File: src/rtl/ffpa_pkg.sv
// ----------------------------------------------------------------------------
// ffpa_pkg
// shared types and constants of the first-free page allocator
// ----------------------------------------------------------------------------
package ffpa_pkg;

  localparam int ADDR_W        = 32;
  localparam int PAGE_SHIFT    = 12;
  localparam int FP_W          = ADDR_W - PAGE_SHIFT;   // page number width
  localparam int WORD_BITS     = 32;                    // used bits per cell
  localparam int WORD_SHIFT    = 5;
  localparam int PAGE_IDX_W    = 16;                    // covers the largest page count
  localparam int WORD_IDX_W    = PAGE_IDX_W - WORD_SHIFT;
  localparam int MANAGED_PAGES_DEF = 1024;
  localparam logic [FP_W-1:0] FIRST_PAGE_RST = FP_W'(256);

  typedef enum logic [2:0] {
    ST_OK    = 3'd0,
    ST_OOM   = 3'd1,
    ST_BELOW = 3'd2,
    ST_FREE  = 3'd3,
    ST_ABOVE = 3'd4
  } status_t;

  typedef enum logic {
    ACT_ALLOC   = 1'b0,
    ACT_RELEASE = 1'b1
  } action_t;

  typedef struct packed {
    logic              action;
    logic [ADDR_W-1:0] release_address;
  } req_t;

  typedef struct packed {
    logic [ADDR_W-1:0] page_address;
    status_t           status;
  } rsp_t;

  // token handed from cell to cell
  typedef struct packed {
    logic                  valid;
    action_t               action;
    logic                  done;    // request already settled upstream
    logic [PAGE_IDX_W-1:0] page;    // page index inside the managed area
    status_t               status;
  } tok_t;

endpackage

File: src/rtl/ffpa_cell.sv
// ----------------------------------------------------------------------------
// ffpa_cell
// one cell of the allocator chain: holds a word of used bits and settles
// the passing token if the request belongs to it
// ----------------------------------------------------------------------------
module ffpa_cell #(
  parameter int CELL_ID    = 0,
  parameter int VALID_BITS = ffpa_pkg::WORD_BITS
) (
  input  logic            clk,
  input  logic            rst,
  input  ffpa_pkg::tok_t  tok_in,
  output ffpa_pkg::tok_t  tok_out
);

  localparam logic [ffpa_pkg::WORD_IDX_W-1:0] ID = ffpa_pkg::WORD_IDX_W'(CELL_ID);

  logic [ffpa_pkg::WORD_BITS-1:0]  used;
  logic [ffpa_pkg::WORD_BITS-1:0]  used_next;
  logic [ffpa_pkg::WORD_BITS-1:0]  mask;
  logic [ffpa_pkg::WORD_BITS-1:0]  avail;
  logic [ffpa_pkg::WORD_SHIFT-1:0] pos;
  logic [ffpa_pkg::WORD_SHIFT-1:0] bit_sel;
  logic                            hit_word;
  ffpa_pkg::tok_t                  tok_next;

  // bits past the managed page count never look free
  always_comb begin
    for (int j = 0; j < ffpa_pkg::WORD_BITS; j++) begin
      mask[j] = (j < VALID_BITS);
    end
  end

  assign avail = ~used & mask;

  // lowest free bit
  always_comb begin
    pos = '0;
    for (int j = ffpa_pkg::WORD_BITS - 1; j >= 0; j--) begin
      if (avail[j]) begin
        pos = ffpa_pkg::WORD_SHIFT'(j);
      end
    end
  end

  assign hit_word = (tok_in.page[ffpa_pkg::PAGE_IDX_W-1:ffpa_pkg::WORD_SHIFT] == ID);
  assign bit_sel  = tok_in.page[ffpa_pkg::WORD_SHIFT-1:0];

  always_comb begin
    tok_next  = tok_in;
    used_next = used;
    if (tok_in.valid && !tok_in.done) begin
      if (tok_in.action == ffpa_pkg::ACT_ALLOC) begin
        if (|avail) begin
          used_next[pos]  = 1'b1;
          tok_next.done   = 1'b1;
          tok_next.page   = {ID, pos};
          tok_next.status = ffpa_pkg::ST_OK;
        end
      end else if (hit_word) begin
        tok_next.done = 1'b1;
        if (used[bit_sel]) begin
          used_next[bit_sel] = 1'b0;
          tok_next.status    = ffpa_pkg::ST_OK;
        end else begin
          tok_next.status    = ffpa_pkg::ST_FREE;
        end
      end
    end
  end

  always_ff @(posedge clk) begin
    if (rst) begin
      tok_out <= '0;
      used    <= '0;
    end else begin
      tok_out <= tok_next;
      used    <= used_next;
    end
  end

endmodule

File: config.mk
export PLATFORM = sky130hd
export DESIGN_NAME = ffpa_cell
export DESIGN_NICKNAME = d
export VERILOG_FILES = /design/src/rtl/ffpa_pkg.sv /design/src/rtl/ffpa_cell.sv
export SDC_FILE = /design/constraint.sdc
export NUM_CORES = 1
export LEC_CHECK = 0
export BUFFER_PORTS_ARGS = -buffer_cell sky130_fd_sc_hd__clkbuf_2
export CORE_MARGIN = 4
export CORE_UTILIZATION = 60
export DETAILED_ROUTE_END_ITERATION = 8
export PLACE_DENSITY = 0.84
export SKIP_CTS_REPAIR_TIMING = 1
export SLEW_MARGIN = 30
export SYNTH_ARGS = -nofsm -noshare
export SYNTH_HDL_FRONTEND = slang
export SYNTH_SLANG_ARGS = --single-unit
File: constraint.sdc
create_clock -name clk -period 6.2 [get_ports clk]
set_input_delay 1.24 -clock clk [delete_from_list [all_inputs] [get_ports clk]]
set_output_delay 1.24 -clock clk [all_outputs]
set_load 0.02 [all_outputs]
## Word-level counts from Yosys, hierarchy flattened

Index checks and enable logic that the tools add are counted.

| storage, ports and cells | value |
|---|---|
| word-level logic and storage cells | 74 |
| output and inout bits | 22 |
| register bits after elaboration | 54 |
| input bits | 24 |

| operators by class | value |
|---|---|
| bitwise operators | 4 |
| reduce and logical (&&, ||, !) cells | 8 |
| muxes and demuxes | 50 |
| magnitude comparators | 4 |
| equal/unequal tests | 2 |

Operators with widths:

| cell | number |
|---|---|
| $mux 5 | 32 |
| $mux 32 | 4 |
| $not 32->32 | 2 |
| $mux 20 | 2 |
| $and 32x32->32 | 1 |
| $or 32x32->32 | 1 |
| $reduce_or 32->1 | 1 |
| $mux 16 | 1 |
| $lt 5x6->1 const B | 2 |
| $logic_not 11->1 | 1 |
| $demux 1 s5 | 2 |
| $ge 5x1->1 const B | 2 |
| $mux 3 | 2 |
| $bmux 1 s5 | 1 |
| $mux 1 | 5 |
| $ne 2x1->1 const B | 2 |
| $reduce_and 4->1 | 1 |
| $logic_and 1x1->1 | 3 |
| $mux 2 | 1 |
| $reduce_bool 2->1 | 1 |
| $logic_not 1->1 | 1 |

## Depth between registers and ports, before layout

Gate-level depths: netlist of the first run.

| depth | value |
|---|---|
| depth after elaboration | 40 |
| depth in mapped cells | 10 |
| mapped depth without buffers | 7 |

## Worst setup path after synthesis of the first run

OpenSTA, ideal clock, no wires.

| timing path | value |
|---|---|
| path kind | input to register |
| start | input tok_in[3] (netlist bit) |
| end | register used[4] (netlist bit) |
| path slack | 2.987 ns |
| data required time | 6.121 ns |
| cell stages on the path | 8 |
| path buffers | 1 |
| library setup time | 0.079 ns |
| arrival time | 3.133 ns |
| path through | buf_6 -> mux4_2 -> and2_1 -> o21ai_2 -> o221ai_2 -> a211o_1 -> or3_1 -> a211oi_2 |

| between the ends | value |
|---|---|
| cells in the longest elaborated chain, start to end | 9 |
| elaborated cells on any way between the ends | 14 |
| those cells by class | order compare (2); eq/ne (1); mux (7); bitwise (2); reduce/logical (2) |

RTL lines:

| element | RTL line | text |
|---|---|---|
| from (decl) | ffpa_cell.sv:12 | `input ffpa_pkg::tok_t tok_in,` |
| $lt 5x6->1 (not written as such) or $ge 5x1->1 (tied branches) | ffpa_cell.sv:63 | `used_next[bit_sel] = 1'b0;` |
| $logic_and 1x1->1 (not written as such) | ffpa_cell.sv:63 |  |
| $mux 1 (not written as such) | ffpa_cell.sv:63 |  |
| $demux 1 s5 | ffpa_cell.sv:63 |  |
| $not 32->32 (no source line) | - |  |
| $and 32x32->32 (no source line) | - |  |
| $mux 32 | ffpa_cell.sv:62 | `if (used[bit_sel]) begin` |
| $mux 32 | ffpa_cell.sv:60 | `end else if (hit_word) begin` |
| $mux 32 | ffpa_cell.sv:53 | `if (tok_in.action == ffpa_pkg::ACT_ALLOC) begin` |
| to (signal assigned) | ffpa_cell.sv:78 | `used <= used_next;` |
| to (decl) | ffpa_cell.sv:18 | `logic [ffpa_pkg::WORD_BITS-1:0] used;` |

Parallel ways exist; a longest one is shown, timed or not. The select of a mux whose other input is x is not followed.
A chain may end at the register's enable or synchronous reset.

## Worst setup path after layout of the first run

Ends and elaborated chain as after synthesis.

==> results.cfg, run 1 <==
[status]
outcome = complete, no violations

[global_routing]
grt_max_degree = 37
grt_use_total = 0.2999
grt_pass1_vias = 2708
antenna_found_initial = 1
grt_overflow = 0
grt_pass1_wl_mm = 14.04

[clocking]
clk_pin_slew_worst_paths_ns = 0.10
clkLatencyLatePin_ns = 0.31
tritoncts = built
cts.sinks = 54
cts_root_buf = clkbuf_8
h-tree-depth = 2
cts_buffer_depth = 2
cts_buffers = 5

[power]
p_per_area_nw_per_um2 = 212.8
p_clk_frac = 0.364
p_total_mw = 0.6688
peakVddDrop_mv = 0.1718
leakage_nw = 1.108
pwr-share-seq = 0.535
p_sw_mw = 0.1689
pwr-share-comb = 0.101
internal_power_mw = 0.4999
swShare = 0.2525

[yosys]
synth_cell_type_count = 54
ys.warnings.count = 0
synth_edf_count = 0
ys_ff_latch = 54
synth_xor_area_frac = 0
synth_cells = 330
syn-cell-area_um2 = 2796
synthSimpleGateAreaFrac = 0.2331
synth_compound_area_frac = 0.2743
synthArstFlopShare = 0
synthAdderAreaFrac = 0
muxShareOfSynthArea = 0.07025
synth.avg_cell_area_um2 = 8.474
synth_top_family_by_area = compound AO/OA/AOI/OAI gates
syn-num-nets = 354
synth_top_flop_cell = dfxtp_1
ys_seq_area_frac = 0.3866

[setup_path]
critPathMaxFanout = 19
critPathArrivalTime_ns = 3.91
crit_buf_inv = 1
endpoint_kind = flop
reg2reg_from = used[11]
critPathMaxStageDelay_ns = 0.60
start_kind = primary input
r2r-end = tok_out[11]
critical_path_class = primary input to flop
rr_worst_depth = 6
crit_slowest_cell = mux4_2
crit_family = compound AO/OA/AOI/OAI gates
worstPathRequired_ns = 6.44
cp_cell_sequence = clkbuf_2, mux4_2, and2_1, o21ai_2, o221ai_2, a211o_1, or3_1, a211oi_2
r2r_slack_ns = 3.50

[sta]
finalClockSkew_ns = 0.006876
hold_viol_final = 0
setup_viol = 0
slew_violations = 0
rsz0062_at_grt = false
min_period_over_period = 0.5921
fin_crit_ns = 3.671
fin_setup_tns_ns = 0
worst_pin_slew_ns = 0.7890
max_freq_ghz = 0.2724
maxSlewHeadroom = 0.4717

[floorplan]
rows = 24
dieHeight_um = 76.27
die_area_um2 = 5817
ios = 46
start_util = 0.6292
die_w_um = 76.27
coreArea_um2 = 4444

[route]
drtIter0Drc = 459
vias_per_cell = 6.979
wl_per_cell_um = 20.93
ant_nets = 0
dr.pass1.iters = 7
via_count = 2945
wl_mm = 8.831
drc_errors = 0

[place]
gp_congestion = 0.9967
dp_hpwl_mm = 6.381
io_buffers = 45
post_dp_cell_area_um2 = 3024

[min_path]
hp-class = flop to flop
hp-start = used[2]
hold_depth = 2
hold_end = used[3]

[cells_and_area]
regArea_um2 = 1081
drive_gt1_frac = 0.1762
multi_input_area_um2 = 1615
final_common_cell = dfxtp_1
fin_util = 0.7072
fin_area_um2 = 3143
area.growth.synth_to_final_pct = 12.39
layout_common_cells = 54 x dfxtp_1, 45 x clkbuf_2, 34 x nand2_1, 32 x o21ai_0, 32 x o211ai_1
fin_nets = 392
n_fill_cell = 368

[flow_run]
maxCapViolCount = 0
-- logic make-up after synthesis --
group | count (synthesis)
compound gates | 112
buf+inv | 24
flops | 54
simple gates | 123
mux | 17
-- metrics by stage --
step	hold slack (ns)	instances	worst slack (ns)
after floorplan	0.4907	330	2.987
after global placement	0.5174	413	2.257
after detailed placement	0.5266	413	2.269
after CTS	0.5429	421	2.581
after global routing	0.5679	422	2.323
final	0.5428	422	2.529
-- Yosys cell counts (all sizes together) (8+ instances only) --
cell type / count / area (µm²)
dfxtp: 54 / 1081
nand2: 34 / 127.6
o21ai: 34 / 173.9
o211ai: 32 / 240.2
nor2: 22 / 82.58
mux2i: 14 / 140.1
a21oi: 12 / 60.06
and2: 12 / 75.07
clkbuf: 11 / 41.29
nand3: 10 / 50.05
inv: 9 / 33.78
nand4: 8 / 50.05
-- worst max-delay path by stage --
stage                         start  endpoint  slack (ns)  cells past startpoint
after CTS                 tok_in[3]   used[4]        2.58                      8
after detailed placement  tok_in[3]   used[4]        2.27                      8
after global routing      tok_in[3]  used[18]        2.32                      8
final                     tok_in[3]   used[4]        2.53                      8
after global placement    tok_in[3]   used[4]        2.26                      8
after floorplan           tok_in[3]   used[4]        2.99                      8
-- worst min-delay path, cell delays in order, from the launching register on --
cell	delay [ns]
dfxtp_1	0.34
inv_1	0.09
o31ai_1	0.08
-- power by group through the flow --
stage                     clock network, mW  registers, mW  logic, mW
after floorplan                           0          0.376     0.0319
after global placement                    0          0.365     0.0661
after detailed placement                  0          0.366     0.0667
after CTS                             0.244          0.358     0.0670
after global routing                  0.260          0.359     0.0725
final                                 0.243          0.358     0.0678
-- state kept, by name (all words and copies together), names as in the netlist --
name     count
used        32
tok_out     22
-- routing by layer --
layer / routed length [µm] / GRT usage / vias to the layer above
li1: - / - / 1333
met5: 0 / 0 / -
met1: 3541 / 0.4133 / 1397
met4: 145 / 0.08514 / 0
met3: 1131 / 0.08983 / 19
met2: 4012 / 0.4543 / 196
-- area by class of cell --
class,instances,share of cell area
multi-input combinational,252,0.5139
sequential,54,0.3440
timing repair buffer,45,0.07166
clock buffer,5,0.02189
tap,52,0.02070
clock inverter,3,0.01513
inverter,10,0.01194
antenna,1,0.0007962
(Power assumes the default switching activity.)
==> run 2: changes to the inputs <==
--- a/config.mk
+++ b/config.mk
@@ -5,11 +5,12 @@
 export SDC_FILE = /design/constraint.sdc
 export NUM_CORES = 1
 export LEC_CHECK = 0
+export ABC_AREA = 1
 export BUFFER_PORTS_ARGS = -buffer_cell sky130_fd_sc_hd__clkbuf_2
 export CORE_MARGIN = 4
-export CORE_UTILIZATION = 60
+export CORE_UTILIZATION = 57
 export DETAILED_ROUTE_END_ITERATION = 8
-export PLACE_DENSITY = 0.84
+export PLACE_DENSITY = 0.8
 export SKIP_CTS_REPAIR_TIMING = 1
 export SLEW_MARGIN = 30
 export SYNTH_ARGS = -nofsm -noshare
==> constraint.sdc (replaced) <==
create_clock -name clk -period 3.8 [get_ports clk]
set_input_delay 0.76 -clock clk [delete_from_list [all_inputs] [get_ports clk]]
set_output_delay 0.76 -clock clk [all_outputs]
set_load 0.02 [all_outputs]
==> run 2 against run 1 <==
Against the previous run: synthesized area increased by 10%; die area rose by 14%; first-iteration DRC count grew 9.6%; global-route usage decreased by 1.2 points; utilization decreased by 3.2 points; critical path depth up 7; total power rose by 68%; clock skew is 0.0025 ns higher; non-clock buffer count increased by 8; routed wire length is 6.2% higher; synthesized cell count grew 35%.
==> results.cfg, run 2 <==
[yosys]
synth.avg_cell_area_um2 = 6.918
syn-num-nets = 470
synth_edf_count = 0
ys_seq_area_frac = 0.3504
ys_ff_latch = 54
yosysMostFrequentCell = nand2_1
ys.warnings.count = 0
synth_cells = 446
synthArstFlopShare = 0
netlist_top_cells_count = 77 x nand2_1, 57 x a21oi_1, 54 x dfxtp_1, 49 x inv_1, 47 x nor2_1
yosysTopAreaCell = dfxtp_1
netlist_top_cells_area = dfxtp_1 35%, nand2_1 9.4%, a21oi_1 9.2%
syn-cell-area_um2 = 3085
synth_cell_type_count = 32
synth.top_cell.area_share = 0.3504
synth_top_flop_cell = dfxtp_1

[clocking]
h-tree-depth = 2
tritoncts = built
clk_pin_slew_worst_paths_ns = 0.11
cts_buffer_depth = 2
cts_root_buf = clkbuf_8
cts.sinks = 54
cts_buffers = 5
clkLatencyLatePin_ns = 0.32

[global_routing]
antenna_found_initial = 0
grt_overflow = 0
grt_max_degree = 27
grt_use_total = 0.2877
grt_pass1_wl_mm = 14.70
grt_pass1_vias = 3070

[min_path]
hp-start = used[31]
hold_depth = 2
hold_end = used[31]
hp-class = flop to flop

[sta]
worst_pin_slew_ns = 0.8041
slew_violations = 0
hold_viol_final = 0
fin_crit_ns = 2.968
fin_setup_tns_ns = 0
maxSlewHeadroom = 0.4633
finalClockSkew_ns = 0.009334
min_period_over_period = 0.7810
rsz0062_at_grt = false
setup_viol = 0
max_freq_ghz = 0.3369

[route]
via_count = 3442
wl_per_cell_um = 16.80
drc_errors = 0
vias_per_cell = 6.168
dr.pass1.iters = 7
ant_nets = 0
drtIter0Drc = 503
wl_mm = 9.375

[cells_and_area]
n_fill_cell = 435
area.growth.synth_to_final_pct = 13.14
top_register = used
diodes = 0
fin_nets = 511
top_regs = used: 32 flops, tok_out: 22 flops
final_common_cell = nand2_1
largest_reg_flops = 32
drive_gt1_frac = 0.1803
final_cells = 558
layout_common_cells = 77 x nand2_1, 57 x a21oi_1, 54 x dfxtp_1, 49 x inv_1, 47 x nor2_1

[setup_path]
crit_slowest_cell = nand2_2
endpoint_kind = flop
rr_worst_depth = 15
worstPathRequired_ns = 4.00
critPathMaxFanout = 22
r2r_slack_ns = 0.83
reg2reg_from = used[0]
critPathMaxStageDelay_ns = 0.38
start_kind = flop
r2r-end = used[14]
critPathArrivalTime_ns = 3.17
critical_path.most_common_cell = nor2_1
cp_cell_sequence = buf_4, nand2_1, nor2_1, nand2_1, nor2_1, nand2_1, nand3_1, inv_2, nor2_1, inv_1, nand2_2, buf_4, nor2_1, nand3_1, a21oi_1
critical_path_class = flop to flop

[power]
p_per_area_nw_per_um2 = 322.2
peakVddDrop_mv = 0.1878
leakage_nw = 1.290

[floorplan]
rows = 26
die_area_um2 = 6654
die_w_um = 81.58
start_util = 0.5965
coreArea_um2 = 5172
dieHeight_um = 81.58
ios = 46

[place]
dp_hpwl_mm = 6.709
io_buffers = 45
dpl.cell_count = 550
gp_congestion = 0.9699

[flow_run]
maxCapViolCount = 0

[status]
outcome = complete, no violations
[run 2: changes by cell type after synthesis, sizes merged, moves of 13 or more]
cell and change:
inv +44, nand2 +50, mux2i -14, nor2 +26, a21oi +52, o31ai +24, nand3 +13, o211ai -32
[run 2: cell type report]
cell class	instances	area (µm²)	share of cell area
clock inverters	3	47.55	0.01362
multi-input cells	320	1722	0.4932
inverters	53	198.9	0.05699
flip-flops and latches	54	1081	0.3097
repair buffers	53	285.3	0.08172
well taps	70	87.58	0.02509
clock buffers	5	68.82	0.01971
[run 2: where the power goes]
group / leakage [nW] / switching (mW) / internal, mW
clock network: 0.0591 / 0.207 / 0.201
registers: 0.441 / 0.00371 / 0.580
logic: 0.790 / 0.0935 / 0.0394
[run 2: cells by family after synthesis]
family,count (synthesis),share of synthesized area
flops,54,0.3504
simple gates,186,0.2952
compound gates,134,0.2628
buf+inv,72,0.09164
[run 2: worst max path at each step]
stage	start	endpoint	slack [ns]	cells after the start
6_report	used[0]	used[14]	0.83	15
3_3_place_gp	tok_in[6]	used[21]	0.72	13
4_1_cts	used[0]	used[14]	0.88	15
5_1_grt	used[1]	used[14]	0.64	14
3_5_place_dp	tok_in[3]	used[14]	0.63	13
2_1_floorplan	tok_in[3]	used[21]	1.38	13
[run 2: worst max-delay path, delay by kind of cell (launching register included)]
kind	cells	cell delay [ns]
and+or+nand+nor	10	1.62
buffers and inverters	4	0.83
DFF	1	0.32
AOI/OAI and AO/OA	1	0.08
[run 2: stage by stage]
| step | area (µm²) | power (mW) | worst slack, ns | hold slack, ns | util |
|---|---|---|---|---|---|
| 3_5_place_dp | 3374 | 0.7267 | 0.6348 | 0.5043 | 0.6524 |
| 6_report | 3491 | 1.125 | 0.8321 | 0.5296 | 0.6749 |
| 5_1_grt | 3491 | 1.165 | 0.6433 | 0.5515 | 0.6749 |
| 3_3_place_gp | 3374 | 0.7245 | 0.7204 | 0.5030 | 0.6524 |
| 4_1_cts | 3491 | 1.123 | 0.8831 | 0.5201 | 0.6749 |
| 2_1_floorplan | 3085 | 0.6754 | 1.376 | 0.4625 | - |
[run 2: layer usage]
layer | wire length [µm] | up-vias | GRT usage | part of all wire
li1 | - | 1631 | - | -
met1 | 3811 | 1526 | 0.3896 | 0.41
met2 | 4265 | 238 | 0.4511 | 0.45
met3 | 944 | 47 | 0.04605 | 0.10
met4 | 354 | 0 | 0.1279 | 0.038
met5 | 0 | - | 0 | 0
